### src/prpc_pkg.sv
// Shared types, constants and codes for the priority range packet classifier.
package prpc_pkg;

  localparam int MAX_RULES = 64;
  localparam int CNT_W = $clog2(MAX_RULES + 1);

  localparam logic [7:0] PROTO_TCP = 8'd6;
  localparam logic [7:0] PROTO_UDP = 8'd17;
  localparam logic [31:0] VERDICT_ACCEPT = 32'd1;

  localparam logic [1:0] MODE_INSERT = 2'd0;
  localparam logic [1:0] MODE_DELETE = 2'd1;
  localparam logic [1:0] MODE_CLASSIFY = 2'd2;
  localparam logic [1:0] MODE_CLEAR = 2'd3;

  typedef struct packed {
    logic signed [31:0] id;
    logic signed [7:0]  prio;
    logic               enabled;
    logic [15:0]        proto_span;
    logic [63:0]        src_span;
    logic [63:0]        dst_span;
    logic [63:0]        port_spans;
    logic [31:0]        result;
  } rule_t;

  typedef struct packed {
    logic [1:0]  mode;
    rule_t       new_rule;
    logic [31:0] sa;
    logic [31:0] da;
    logic [15:0] sp;
    logic [15:0] dp;
    logic [7:0]  proto;
  } cmd_t;

  typedef struct packed {
    logic ins;
    logic del;
  } cell_ctrl_t;

  typedef struct packed {
    logic        ge;
    logic        kill;
    logic        found;
    logic [31:0] verdict;
  } chain_t;

endpackage

### src/prpc_cell.sv
// One rule slot: holds a rule, shifts on insert and delete, matches packets.
module prpc_cell
  import prpc_pkg::*;
(
  input  logic       clk,
  input  cmd_t       cmd,
  input  cell_ctrl_t ctrl,
  input  logic       occupied,
  input  rule_t      left_rule,
  input  rule_t      right_rule,
  input  chain_t     chain_in,
  output chain_t     chain_out,
  output rule_t      rule
);

  logic ge_self;
  logic match_id;
  logic hit_next;
  logic hit;
  logic port_check;

  assign ge_self  = !occupied || (rule.prio >= cmd.new_rule.prio);
  assign match_id = occupied && (rule.id == cmd.new_rule.id);
  assign port_check = (cmd.proto == PROTO_TCP) || (cmd.proto == PROTO_UDP);

  always_comb begin
    hit_next = occupied && rule.enabled
      && (cmd.proto >= rule.proto_span[15:8]) && (cmd.proto < rule.proto_span[7:0])
      && (cmd.sa >= rule.src_span[63:32]) && (cmd.sa < rule.src_span[31:0])
      && (cmd.da >= rule.dst_span[63:32]) && (cmd.da < rule.dst_span[31:0]);
    if (port_check) begin
      hit_next = hit_next
        && (cmd.sp >= rule.port_spans[63:48]) && (cmd.sp < rule.port_spans[47:32])
        && (cmd.dp >= rule.port_spans[31:16]) && (cmd.dp < rule.port_spans[15:0]);
    end
  end

  // The found flag and the verdict of the first hit ripple down the row.
  always_comb begin
    chain_out.ge    = ge_self;
    chain_out.kill  = chain_in.kill || match_id;
    chain_out.found = chain_in.found || hit;
    chain_out.verdict = chain_in.found ? chain_in.verdict :
                        (hit ? rule.result : 32'd0);
  end

  always_ff @(posedge clk) begin
    hit <= hit_next;
    if (ctrl.ins && chain_in.ge) begin
      rule <= left_rule;
    end else if (ctrl.ins && ge_self) begin
      rule <= cmd.new_rule;
    end else if (ctrl.del && chain_out.kill) begin
      rule <= right_rule;
    end
  end

endmodule

### config.mk
export PLATFORM = sky130hd
export DESIGN_NAME = prpc_cell
export DESIGN_NICKNAME = d
export VERILOG_FILES = /design/src/prpc_pkg.sv /design/src/prpc_cell.sv
export SDC_FILE = /design/constraint.sdc
export NUM_CORES = 1
export LEC_CHECK = 0
export ABC_AREA = 1
export ABC_CLOCK_PERIOD_IN_PS = 20400
export BUFFER_PORTS_ARGS = -buffer_cell sky130_fd_sc_hd__buf_2
export CORE_AREA = 5 5 511 513
export CTS_CLUSTER_DIAMETER = 100
export DETAILED_ROUTE_END_ITERATION = 10
export DIE_AREA = 0 0 516 518
export GPL_TIMING_DRIVEN = 0
export PLACE_DENSITY = 0.3
export SLEW_MARGIN = 15
export SYNTH_ARGS = -nofsm -noshare
export SYNTH_HDL_FRONTEND = slang
export SYNTH_SLANG_ARGS = --single-unit
### constraint.sdc
create_clock -name clk -period 20.4 [get_ports clk]
set_input_delay 0 -clock clk [delete_from_list [all_inputs] [get_ports clk]]
set_output_delay 0 -clock clk [all_outputs]
set_load 0.03 [all_outputs]
==> results by stage, run 1 <==
Worst setup path:
- The category of the worst setup path launch point is a register.
- The critical-path maximum fanout is 42.
- The critical setup path kind is reg2reg.
- The worst setup path is captured at a register.
- The signal on the critical path passes through ha_1, a21oi_1, o21ai_1, nand2_1, nand2_1, nand2_1, nand4_2, nand2_1, buf_2, buf_2, nand3_4, buf_16, buf_16, buf_16, buf_16.
- The largest incremental delay on the critical path is 0.49 ns.
- Data arrives at the worst endpoint at 5.37 ns.
- The highest-delay cell along the critical path is buf_2.
- The endpoint required time on the critical path is ~21 ns.

Power and ir drop:
- Of the total power, combinational logic draws 0.414.
- Of the total power, registers draw 0.280.
- The cell-internal power is 1.77 mW.
- The worst supply voltage drop on vdd is approximately 0.070 mV.
- The relative contribution of the clock network to total power is 0.306.
- In this run the power density over the cells is ~75 nW/um^2.
- The switching power summed over all nets is 1.30 mW.
- Overall power consumption after layout is estimated at 3.06 mW.
- Summed over all cells, the static leakage comes to 19.6 nW.
- Of the total power, the share spent switching nets is 0.424.

Drt:
- In the routed design, unresolved DRC markers number 0.
- The routed layout has 29900 vias.
- The total wire length after detailed routing is 244000 um.
- The length of the first detailed-routing pass in iterations is 5.
- The number of violations reported at the end of detailed-routing iteration 0 is around 2000.
- The wire length per cell after detailed routing is 29.1 um.
- The remaining antenna violation count after routing is 0.
- The per-cell via count in the routed design is 3.56.

GRT:
- The number of antenna violations at the first check in global routing came to 180.
- The first global-routing pass estimated between 300000 and 400000 um of wire.
- Entering global routing, the biggest net connects 44 pins.
- For this run, the total global-route usage over all layers was measured as 0.173.
- The via count of the first global-routing pass was about 30000.
- After global routing the overflow that remains totals 0.

Final layout:
- The net total in the final layout is 6096.
- The final design utilization is 0.160.
- Counting the fill cells in the layout gives 29700.
- The share of final-layout standard cells stronger than drive strength 1 is 0.300.
- Leaving out fill and tap cells, the most frequent cells in the layout are buf_2 (1354), nand2_1 (611), nand3_1 (608), dlygate4sd3_1 (561), inv_1 (313).
- For this run, the number of standard cells in the final layout without fillers is 8383.
- From synthesis to final layout, the design area changed by 82.5%.
- The sequential cell area is 8460 sq um.
- Leaving out fill and tap cells, the most frequent cell in the layout is buf_2.
- The area of the multi-input gates is about 12000 sq um.

STA:
- The slew at the pin closest to its max-slew limit is 1.21 ns.
- Measured against its own limit, the worst slew margin works out to 0.190.
- The count of pins over their slew limit is 0.
- The tightest hold path in the finished design has a slack of 0.0163 ns.
- The worst clock skew is 0.0291 ns.
- The final hold violation count is 0.
- Setup repair after global routing left no endpoint under its margin.
- The final period utilization is 0.244.
- Setup violations remaining at the end of the flow were counted as 0.
- The smallest clock period supported by the final layout is computed as between 4 and 5 ns.
- The fmax is 201 MHz.
- After routing, the total negative slack on setup checks comes to 0 ns.

Outcome:
- The run finished with clean final reports.

Yosys:
- edfxtp_1 takes more of the synthesized area than any other cell.
- The synthesized net count is 4171.
- The sequential share of the synthesized area is 0.377.
- The instance count of the mapped netlist is 2972.
- The share of the synthesized area in the top cell type is 0.376.
- During synthesis, Yosys emitted a total of 0 warnings.
- The mean post-synth cell area is 7.54 sq um.
- Sorting the synthesized cells by area gives the leading types as edfxtp_1 (38%), nand3_1 (14%), ha_1 (12%).
- The flop and latch count out of synthesis is 282.
- The cell area after technology mapping is about 22000 sq um.
- The number of distinct standard cells referenced by the synthesized netlist is 34.

Place:
- The number of placed instances, taps included, is 7665.
- The detailed placer's ending HPWL is 216000 um.
- The count of input and output buffers is 1300.
- The congestion estimate from routability-driven global placement came to 0.932.

Floorplanning:
- The initial utilization of the core area, before any placement, comes to 0.0877.
- The number of top-level design ports is 1304.
- The core footprint is 256000 sq um.
- From left edge to right edge, the die measures ~520 um.
- The number of rows created at floorplan is ~190.
- The die is 518 um tall.
- The floorplan step defined a die boundary enclosing 267000 sq um.

Clocking:
- The CTS H-tree depth is 2.
- The CTS tree is built.
- The insertion delay to the later sink of the worst-skew pair is around 0.68 ns.
- For this design, the sink count on the clock tree is 282.
- The maximum clock insertion buffer count is 3.
- After clock tree synthesis, the clock-pin slew on the worst setup and hold paths is 0.05 ns.
- Once the clock tree was built, the resizer swapped 0 gates to a different size.
- The root buffer selected by CTS is clkbuf_16.
- Buffers inserted during clock tree synthesis total 53.

Hold path:
- The class of the most critical hold timing path is in2reg.

Flow run:
- The max-capacitance violation count is 0.
==> layer usage <==
layer	global-route usage	vias up	part of all wire	wire (um)
met5	0	-	0.0027	669
met4	0.0424	106	0.024	5910
met3	0.0627	327	0.099	24000
met2	0.286	1463	0.45	111000
met1	0.215	14200	0.42	102000
li1	-	13800	-	-
==> state kept, by name, summed over array words and instances (netlist names) <==
signal	cells
rule	281
hit	1
==> power groups by stage <==
stage | clock network (mW) | registers, mW | logic (mW)
detailed placement | 0 | 0.873 | 1.14
global placement | 0 | 0.921 | 1.12
floorplan | 0 | 1.01 | 0.389
global route | 0.997 | 0.868 | 1.38
finish | 0.939 | 0.858 | 1.27
CTS | 0.984 | 0.862 | 1.30
==> cells in the mapped netlist <==
| cell type | n |
|---|---|
| o21ai_1 | 1 |
| nor4_1 | 5 |
| nor2_1 | 311 |
| o22ai_1 | 3 |
| buf_1 | 6 |
| ha_1 | 211 |
| buf_2 | 54 |
| dfxtp_1 | 1 |
| and3_1 | 1 |
| o21ai_0 | 32 |
| a21oi_1 | 91 |
| o21bai_1 | 2 |
| nor2b_1 | 252 |
| nand3_1 | 609 |
| clkbuf_1 | 86 |
| o211ai_1 | 1 |
| inv_1 | 313 |
| xnor2_1 | 5 |
| o21a_1 | 9 |
| a211oi_1 | 4 |
| edfxtp_1 | 281 |
| buf_6 | 8 |
| nor3_1 | 17 |
| nand4_2 | 1 |
| or2_2 | 7 |
| o2111ai_1 | 2 |
| nand2_1 | 611 |
| nand4_1 | 13 |
| nand3b_1 | 8 |
| buf_4 | 13 |
| o31ai_1 | 1 |
| a21boi_0 | 2 |
| a31o_2 | 1 |
| xor2_1 | 10 |
==> critical path, delay by kind of cell (launching register included) <==
family	cells	cell delay (ns)
buffers and inverters	6	2.05
and+or+nand+nor	6	1.43
AOI/OAI and AO/OA	2	0.23
DFF	1	0.42
adders and majority gates	1	0.31
==> timing repair <==
action | 4_1_cts | 5_1_grt
setup endpoints to repair | 0 | 0
hold buffers | 561 | 0
hold endpoints to repair | 281 | 0
setup buffers | 0 | 0
==> path summary, 6_finish.rpt <==
check                       from                   to  slack, ns  cells past startpoint
max reg2reg  rule[242]$_DFFE_PP_  rule[132]$_DFFE_PP_      15.42                     15
min reg2reg   rule[79]$_DFFE_PP_          hit$_DFF_P_       1.13                      9
max          rule[242]$_DFFE_PP_  rule[132]$_DFFE_PP_      15.42                     15
min                       cmd[6]          hit$_DFF_P_       0.02                      5
==> cells by family (layout without fill, tap and decap cells) <==
group | count (synthesis) | after routing | share of synthesized area
AND/OR/NAND/NOR | 1835 | 1835 | 0.375
buffers and inverters | 480 | 2449 | 0.0882
flip-flops | 282 | 282 | 0.377
adder cells (fa/ha/maj) | 211 | 211 | 0.118
AO/OA/AOI/OAI | 149 | 149 | 0.0360
XOR/XNOR | 15 | 15 | 0.00586
other | 0 | 58 | 0
==> through the flow <==
step	instance area (sq um)	setup slack (ns)
floorplan	22400	9.59
global placement	33200	-0.858
detailed placement	33400	15.28
CTS	40800	15.25
global route	40800	15.06
finish	40900	15.42
==> area by class of cell <==
class / instances / area share
Timing Repair Buffer: 1870 / 0.302
Multi-Input combinational cell: 2210 / 0.293
Sequential cell: 282 / 0.207
Tap cell: 3384 / 0.103
Clock buffer: 65 / 0.0346
Inverter: 313 / 0.0287
Buffer: 167 / 0.0199
Clock inverter: 34 / 0.00755
Antenna cell: 58 / 0.00355
No activity file was read; power rests on OpenSTA's default activity.
==> run 2, diff against run 1 <==
Settings changed: ABC_CLOCK_PERIOD_IN_PS 20400 to 4700, CORE_AREA 5 5 511 513 to 5 5 502 504, DIE_AREA 0 0 516 518 to 0 0 507 509.
Clock period 20.4 ns to 4.7 ns, I/O delays scaled along.
==> run 2 against run 1 <==
Effect of this change: final cell count fell by 1.9%; die area fell by 3.5%; clock power rose to 4.3 times the previous value; sequential share of layout area rose by 0.088 points; sequential power rose to 4.3 times the previous value; routed wire length fell by 0.24%; highest routed layer unchanged; first-iteration DRC count rose by 2.2%; clock skew rose by 0.00072 ns.
==> results by stage, run 2 (same netlist as run 1, synthesis figures left out) <==
Clocking:
- The CTS H-tree depth is 2.
- Clock tree synthesis found a total of 282 sinks.
- Counting along the longest clock path gives a buffer depth of 3.
- The insertion delay to the later sink of the worst-skew pair is 0.69 ns.
- Clock-pin slew was measured on the worst setup and hold paths at 0.06 ns.
- The number of clock buffers inserted by TritonCTS is 54.
- The tree is rooted in a clkbuf_16.
- TritonCTS built the clock tree.

Worst setup path:
- STA classifies the critical path startpoint as a register.
- In this run the worst path has a maximum fanout of 11.
- The critical setup path kind is reg2reg.
- The data arrival time of the critical path is 4.78 ns.
- The endpoint required time on the critical path is 5.23 ns.
- The worst setup path is captured at a register.

GRT:
- The leftover overflow at the end of global routing is 0.
- The number of antenna violations at the first check in global routing is between 150 and 200.
- The global-route usage over all layers is 0.179.
- The pin count of the biggest net entering global routing is 43.
- The first global-routing pass estimated 304000 um of wire.
- The via count of the first global-routing pass is 30100.

Final layout:
- Relative to the synthesized area, the layout overhead comes to 81.7%.
- Of the cells placed in the final design, the portion with a size suffix greater than 1 is 0.299.
- The most frequent standard cell in the layout excluding fill and tap cells is buf_2.
- More flip-flops sit in one register than any other, and that register is rule.
- The finished cells cover 40700 sq um.
- The finished layout holds 8224 standard cells, fillers aside.
- The final design utilization is 0.165.
- The largest registers in the layout are rule (281), hit (1).
- The final layout contains 6103 nets.
- The library cells used most frequently in the layout, excluding fill and tap cells, are buf_2 (1352), nand2_1 (610), nand3_1 (608), dlygate4sd3_1 (567), inv_1 (313).
- The register with the most flip-flops in the layout has 281 of them.

Floorplanning:
- For this configuration, the core starts out at a cell density of 0.0907.
- The number of top-level design ports is 1304.
- The floorplan step defined a die boundary enclosing approximately 260000 sq um.
- The die is 509 um tall.
- After floorplanning, the core was divided into 183 placement rows.
- The region available for standard cell placement spans between 200000 and 250000 sq um.
- The floorplan step set the die width to ~500 um.

Power and ir drop:
- The sum of internal, switching and leakage power is 13.3 mW.
- The static leakage power is between 15 and 20 nW.
- In this run the power density over the cells is roughly 330 nW/um^2.
- IR analysis of the VDD net gives a maximum drop of approximately 0.27 mV.

STA:
- Setup violations remaining at the end of the flow were counted as 0.
- The final hold violation count was 0.
- The fmax is 235 MHz.
- In the finished design, the share of the clock period the worst path needs comes to 0.905.
- The slew at the pin closest to its max-slew limit is 1.08 ns.
- Setup repair after global routing left no endpoint under its margin.
- The relative max-transition margin is 0.279.
- The count of pins over their slew limit was 0.
- The worst clock skew is roughly 0.030 ns.
- Subtracting the final worst setup slack from the clock period gives 4.25 ns.
- Final hold analysis gives a worst-case slack of about 0.056 ns.

Place:
- The detailed placer's ending HPWL is 215000 um.
- The cell total after placement is 7518.
- In this run the cell area measured after placement is 33300 sq um.
- The final RePlAce weighted congestion is 0.975.
- Port buffering added 1300 buffers.

Flow run:
- The max-capacitance violation count is 0.

Drt:
- The first routing iteration left 2085 violations.
- The remaining antenna violation count after routing is 0.
- After detailed routing, the average wire length per cell comes to roughly 30 um.
- The final layout contains routed wiring with a total length of 243000 um.
- In the routed layout, each cell is associated on average with a via count of 3.64.
- For this run, the detailed router's first-pass iteration total came to 5.
- The number of remaining DRC errors is 0.
- The via count is 29900.

Outcome:
- The run finished with clean final reports.

Hold path:
- The class of the most critical hold timing path is in2reg.
-- run 2: cell types whose count changed in the layout (fill, tap and decap cells not counted), sizes merged --
cell and change:
clkinvlp +3, bufinv -1, dlygate4sd3 +6, clkbuf +2, inv -3, diode -19
-- run 2: critical path: stages, from the launching register on --
cell	delay [ns]
edfxtp_1	0.40
ha_1	0.31
a21oi_1	0.17
o21ai_1	0.09
nand2_1	0.06
nand2_1	0.04
nand2_1	0.07
nand4_2	0.28
nand2_2	0.38
buf_2	0.50
buf_2	0.41
nand2_1	0.30
nand3_1	0.14
nor2b_1	0.27
dlygate4sd3_1	0.65
-- run 2: timing repair --
item,CTS,global route
gates resized for setup,0,0
hold buffers,567,0
buffers inserted,0,0
hold endpoints to repair,281,0
-- run 2: through the flow --
step	setup TNS, ns	setup WS (ns)
final	0	0.447
after global routing	0	0.133
after CTS	0	0.293
after floorplan	-11.50	-0.0409
after global placement	-1180.57	-4.32
after detailed placement	0	0.644
-- run 2: area by class of cell --
| class | instances | area, sq um |
|---|---|---|
| clock buffer | 67 | 1420 |
| buffer | 167 | 826 |
| clock inverter | 33 | 280 |
| tap | 3237 | 4050 |
| antenna | 39 | 97.6 |
| sequential | 282 | 8460 |
| timing repair buffer | 1876 | 12400 |
| multi-input combinational | 2210 | 12000 |
| fill | 28700 | 207000 |
| inverter | 313 | 1170 |
-- run 2: per-layer routing --
layer	global-route usage	wire length (um)
met4	0.0329	5070
met5	0	747
met2	0.298	111000
met1	0.220	101000
met3	0.0705	24700
-- run 2: power by group --
group          switching [mW]  leakage [nW]  total, mW  internal [mW]
Sequential              0.400          2.82       3.70           3.30
Combinational            3.58          15.9       5.56           1.98
Clock                    1.68         0.823       4.03           2.34
-- run 2: final timing paths --
check	endpoint	cells past startpoint	slack, ns	start
worst min register to register	hit$_DFF_P_	9	1.16	rule[76]$_DFFE_PP_
worst min-delay path	rule[241]$_DFFE_PP_	4	0.06	right_rule[241]
worst max register to register	rule[131]$_DFFE_PP_	14	0.45	rule[244]$_DFFE_PP_
worst max-delay path	rule[131]$_DFFE_PP_	14	0.45	rule[244]$_DFFE_PP_
==> run 3, diff against run 2 <==
Settings changed: ABC_CLOCK_PERIOD_IN_PS 4700 to 3800, CORE_AREA 5 5 502 504 to 5 5 511 513, DIE_AREA 0 0 507 509 to 0 0 516 518, RECOVER_POWER from default to 25, SLEW_MARGIN 15 to default.
Clock period 4.7 ns to 3.8 ns, I/O delays scaled along.
==> run 3 against run 2 <==
Effect of this change: the run now ends with negative hold slack left; die area grew 3.6%; routed wire length grew 0.88%; first-iteration DRC count shrank 11%; non-clock buffer count grew 71; global-route usage shrank 0.44 points; sequential power grew 24%; count of clock-buffer cells in the layout shrank 4; worst hold slack lost 0.068 ns.
==> results by stage, run 3 (same netlist as run 1, synthesis figures left out) <==
GRT:
- The total overflow left after global routing is 0.
- The via count of the first global-routing pass came to slightly above 30000.
- The pin count of the biggest net entering global routing is 50.
- Across every metal layer, demand over resource in global routing totals 0.175.
- The number of antenna violations at the first check in global routing was 181.
- The first-pass GRT wire length is a little over 300000 um.

Power and ir drop:
- IR analysis of the VDD net gives a maximum drop of 0.331 mV.
- The power density over cell area is between 300 and 400 nW/um^2.
- The sum of internal, switching and leakage power is 16.5 mW.
- The static leakage power is 19.3 nW.

STA:
- The routed design could run at a clock period as short as 3.58 ns.
- The final hold violation count was 1.
- Dividing the final minimum period by the clock period gives 0.943.
- The post-layout worst setup margin is 0.217 ns.
- The relative max-transition margin is 0.173.
- The fmax is 279 MHz.
- The clock arrives with 0.0269 ns of skew.
- The count of pins over their slew limit is 0.
- Setup repair after global routing left no endpoint under its margin.
- The slew at the pin closest to its max-slew limit is 1.24 ns.
- The total negative slack is 0 ns.
- The worst hold slack across all endpoints is -0.0113 ns.
- Setup violations remaining at the end of the flow were counted as 0.

Place:
- The count of input and output buffers is 1300.
- The detailed placer's ending HPWL is between 200000 and 250000 um.
- The cell total after placement is roughly 7700.
- At the end of routability-driven placement, the weighted congestion stood at 0.963.
- Timing analysis after detailed placement gives a worst setup slack of -0.462 ns.

Final layout:
- Leaving out fill and tap cells, the most frequent cell in the layout is buf_2.
- In the layout the commonest cells are buf_2 (1130), dlygate4sd3_1 (636), nand2_1 (610), nand3_1 (608), inv_1 (313).
- The flip-flop count of the largest register, all copies and words added is 281.
- Excluding fillers, the count of instances in the completed layout stands at 8438.
- The area growth from synthesis to layout is 84.8%.
- In the final layout, the registers with the most flip-flops are rule (281), hit (1).
- The share of final-layout standard cells stronger than drive strength 1 is 0.251.
- The largest register by flop count is rule.
- For this run, the post-layout net count is ~6200.

Clocking:
- The number of clock buffers inserted by TritonCTS is 53.
- The root buffer selected by CTS is clkbuf_16.
- No sink is reached through more buffers than the 3 on the longest clock path.
- TritonCTS built the clock tree.
- Clock tree synthesis found a total of between 200 and 300 sinks.
- The clock input transition at the sequential cells of the worst setup and hold paths is 0.06 ns.
- The later pin in the worst-skew pair is clocked with a latency of around 0.68 ns.
- The H-tree was split into 2 levels.

Worst setup path:
- STA puts the critical path data required time at ~4.2 ns.
- The category of the worst setup path launch point is a register.
- The worst setup path is captured at a register.
- The data arrival time of the critical path is 3.94 ns.
- The critical setup path kind is reg2reg.
- The largest delay contributor family on the critical path is buffers and inverters.
- Traced cell by cell, the critical path runs through ha_1, a21oi_1, o21ai_1, nand2_1, nand2_1, nand2_1, nand4_4, nand2_4, buf_6, buf_6, nand3_4, buf_16, buf_16, buf_16.
- Counting both buffers and inverters, the worst setup path holds a total of 5.
- For this design, the slowest cell found on the critical path is edfxtp_1.
- Along the worst path, the maximum fanout reaches 49.
- On the worst path, the slowest cell contributes a delay of 0.41 ns.

Hold path:
- The path class of the tightest hold or removal check is in2reg.

Drt:
- The wire length per cell after detailed routing is 29.1 um.
- Wires add up to 245000 um.
- The number of remaining DRC errors is 0.
- In this run, the number of DRC markers left after iteration 0 of detailed routing was 1848.
- Using the TritonRoute via totals, the vias-per-cell ratio works out to 3.55.
- Before antenna repair, the detailed router went through 7 iterations.
- The remaining antenna violation count after routing is 0.
- The via count is 29900.

Floorplanning:
- The floorplan die height is a little over 500 um.
- The core region is approximately 260000 sq um.
- For this configuration, the core starts out at a cell density of 0.0877.
- The number of rows created at floorplan is around 190.
- During I/O placement, the number of pins put on the boundary was between 1000 and 1500.
- The width of the die is ~520 um.
- The floorplan die area is 267000 sq um.

Outcome:
- The run finished, with violations left.
- The final reports fail on negative hold slack.

Flow run:
- Across the run, the number of max-cap violations was 0.
run 3: cell count changes in the layout (fill, tap and decap cells not counted), moves of 3 or more:
cell           delta
buf_4             +4
clkbuf_2          -5
dlygate4sd3_1    +69
clkinvlp_4        -3
clkbuf_1        +222
bufinv_16         +4
buf_2           -222
run 3: final cells by class:
cell class,instances,area (sq um)
clock inverter,35,414
clock buffer,63,1360
inverter,313,1170
sequential,282,8460
buffer,167,827
antenna,37,92.6
multi-input combinational,2210,12000
timing repair buffer,1947,12800
tap,3384,4230
fill,29800,214000
run 3: final timing paths:
kind         cells after the start                  to  slack, ns           startpoint
max                             14  rule[72]$_DFFE_PP_       0.22  rule[242]$_DFFE_PP_
max reg2reg                     14  rule[72]$_DFFE_PP_       0.22  rule[242]$_DFFE_PP_
min                              5         hit$_DFF_P_      -0.01               cmd[7]
min reg2reg                      8         hit$_DFF_P_       1.31  rule[235]$_DFFE_PP_
run 3: metrics by stage:
step	cell area, sq um	utilization	hold slack, ns
after detailed placement	33400	0.131	0.277
after CTS	41600	0.163	0.00199
after global placement	33200	0.130	0.281
after floorplan	22500	-	0.186
final	41400	0.162	-0.0113
after global routing	41400	0.162	0.0210
run 3: worst reg2reg max path, stage by stage (launching register included):
cell	delay, ns
edfxtp_1	0.41
ha_1	0.33
a21oi_1	0.13
o21ai_1	0.07
nand2_1	0.06
nand2_1	0.04
nand2_1	0.10
nand4_4	0.19
nand2_4	0.25
buf_6	0.23
buf_6	0.24
nand3_4	0.17
buf_16	0.26
buf_16	0.33
buf_16	0.33
run 3: timing repair:
action / CTS / global route
hold endpoints to repair: 297 / 0
hold buffers: 636 / 0
pin swaps: 1 / 0
resized for setup: 3 / 2
endpoints found under the setup margin: 129 / 137
setup buffers: 2 / 0
cloned: 0 / 0
run 3: power by group:
group	switching, mW	leakage (nW)	internal [mW]
Combinational	4.43	15.6	2.30
Clock	2.07	0.864	3.09
Sequential	0.522	2.82	4.08
run 3: metal layers:
| metal | up-vias | global-route usage | wire [um] |
|---|---|---|---|
| li1 | 13900 | - | - |
| met1 | 14100 | 0.217 | 104000 |
| met2 | 1450 | 0.285 | 110000 |
| met3 | 370 | 0.0611 | 23300 |
| met4 | 110 | 0.0477 | 7590 |
| met5 | - | 0 | 667 |
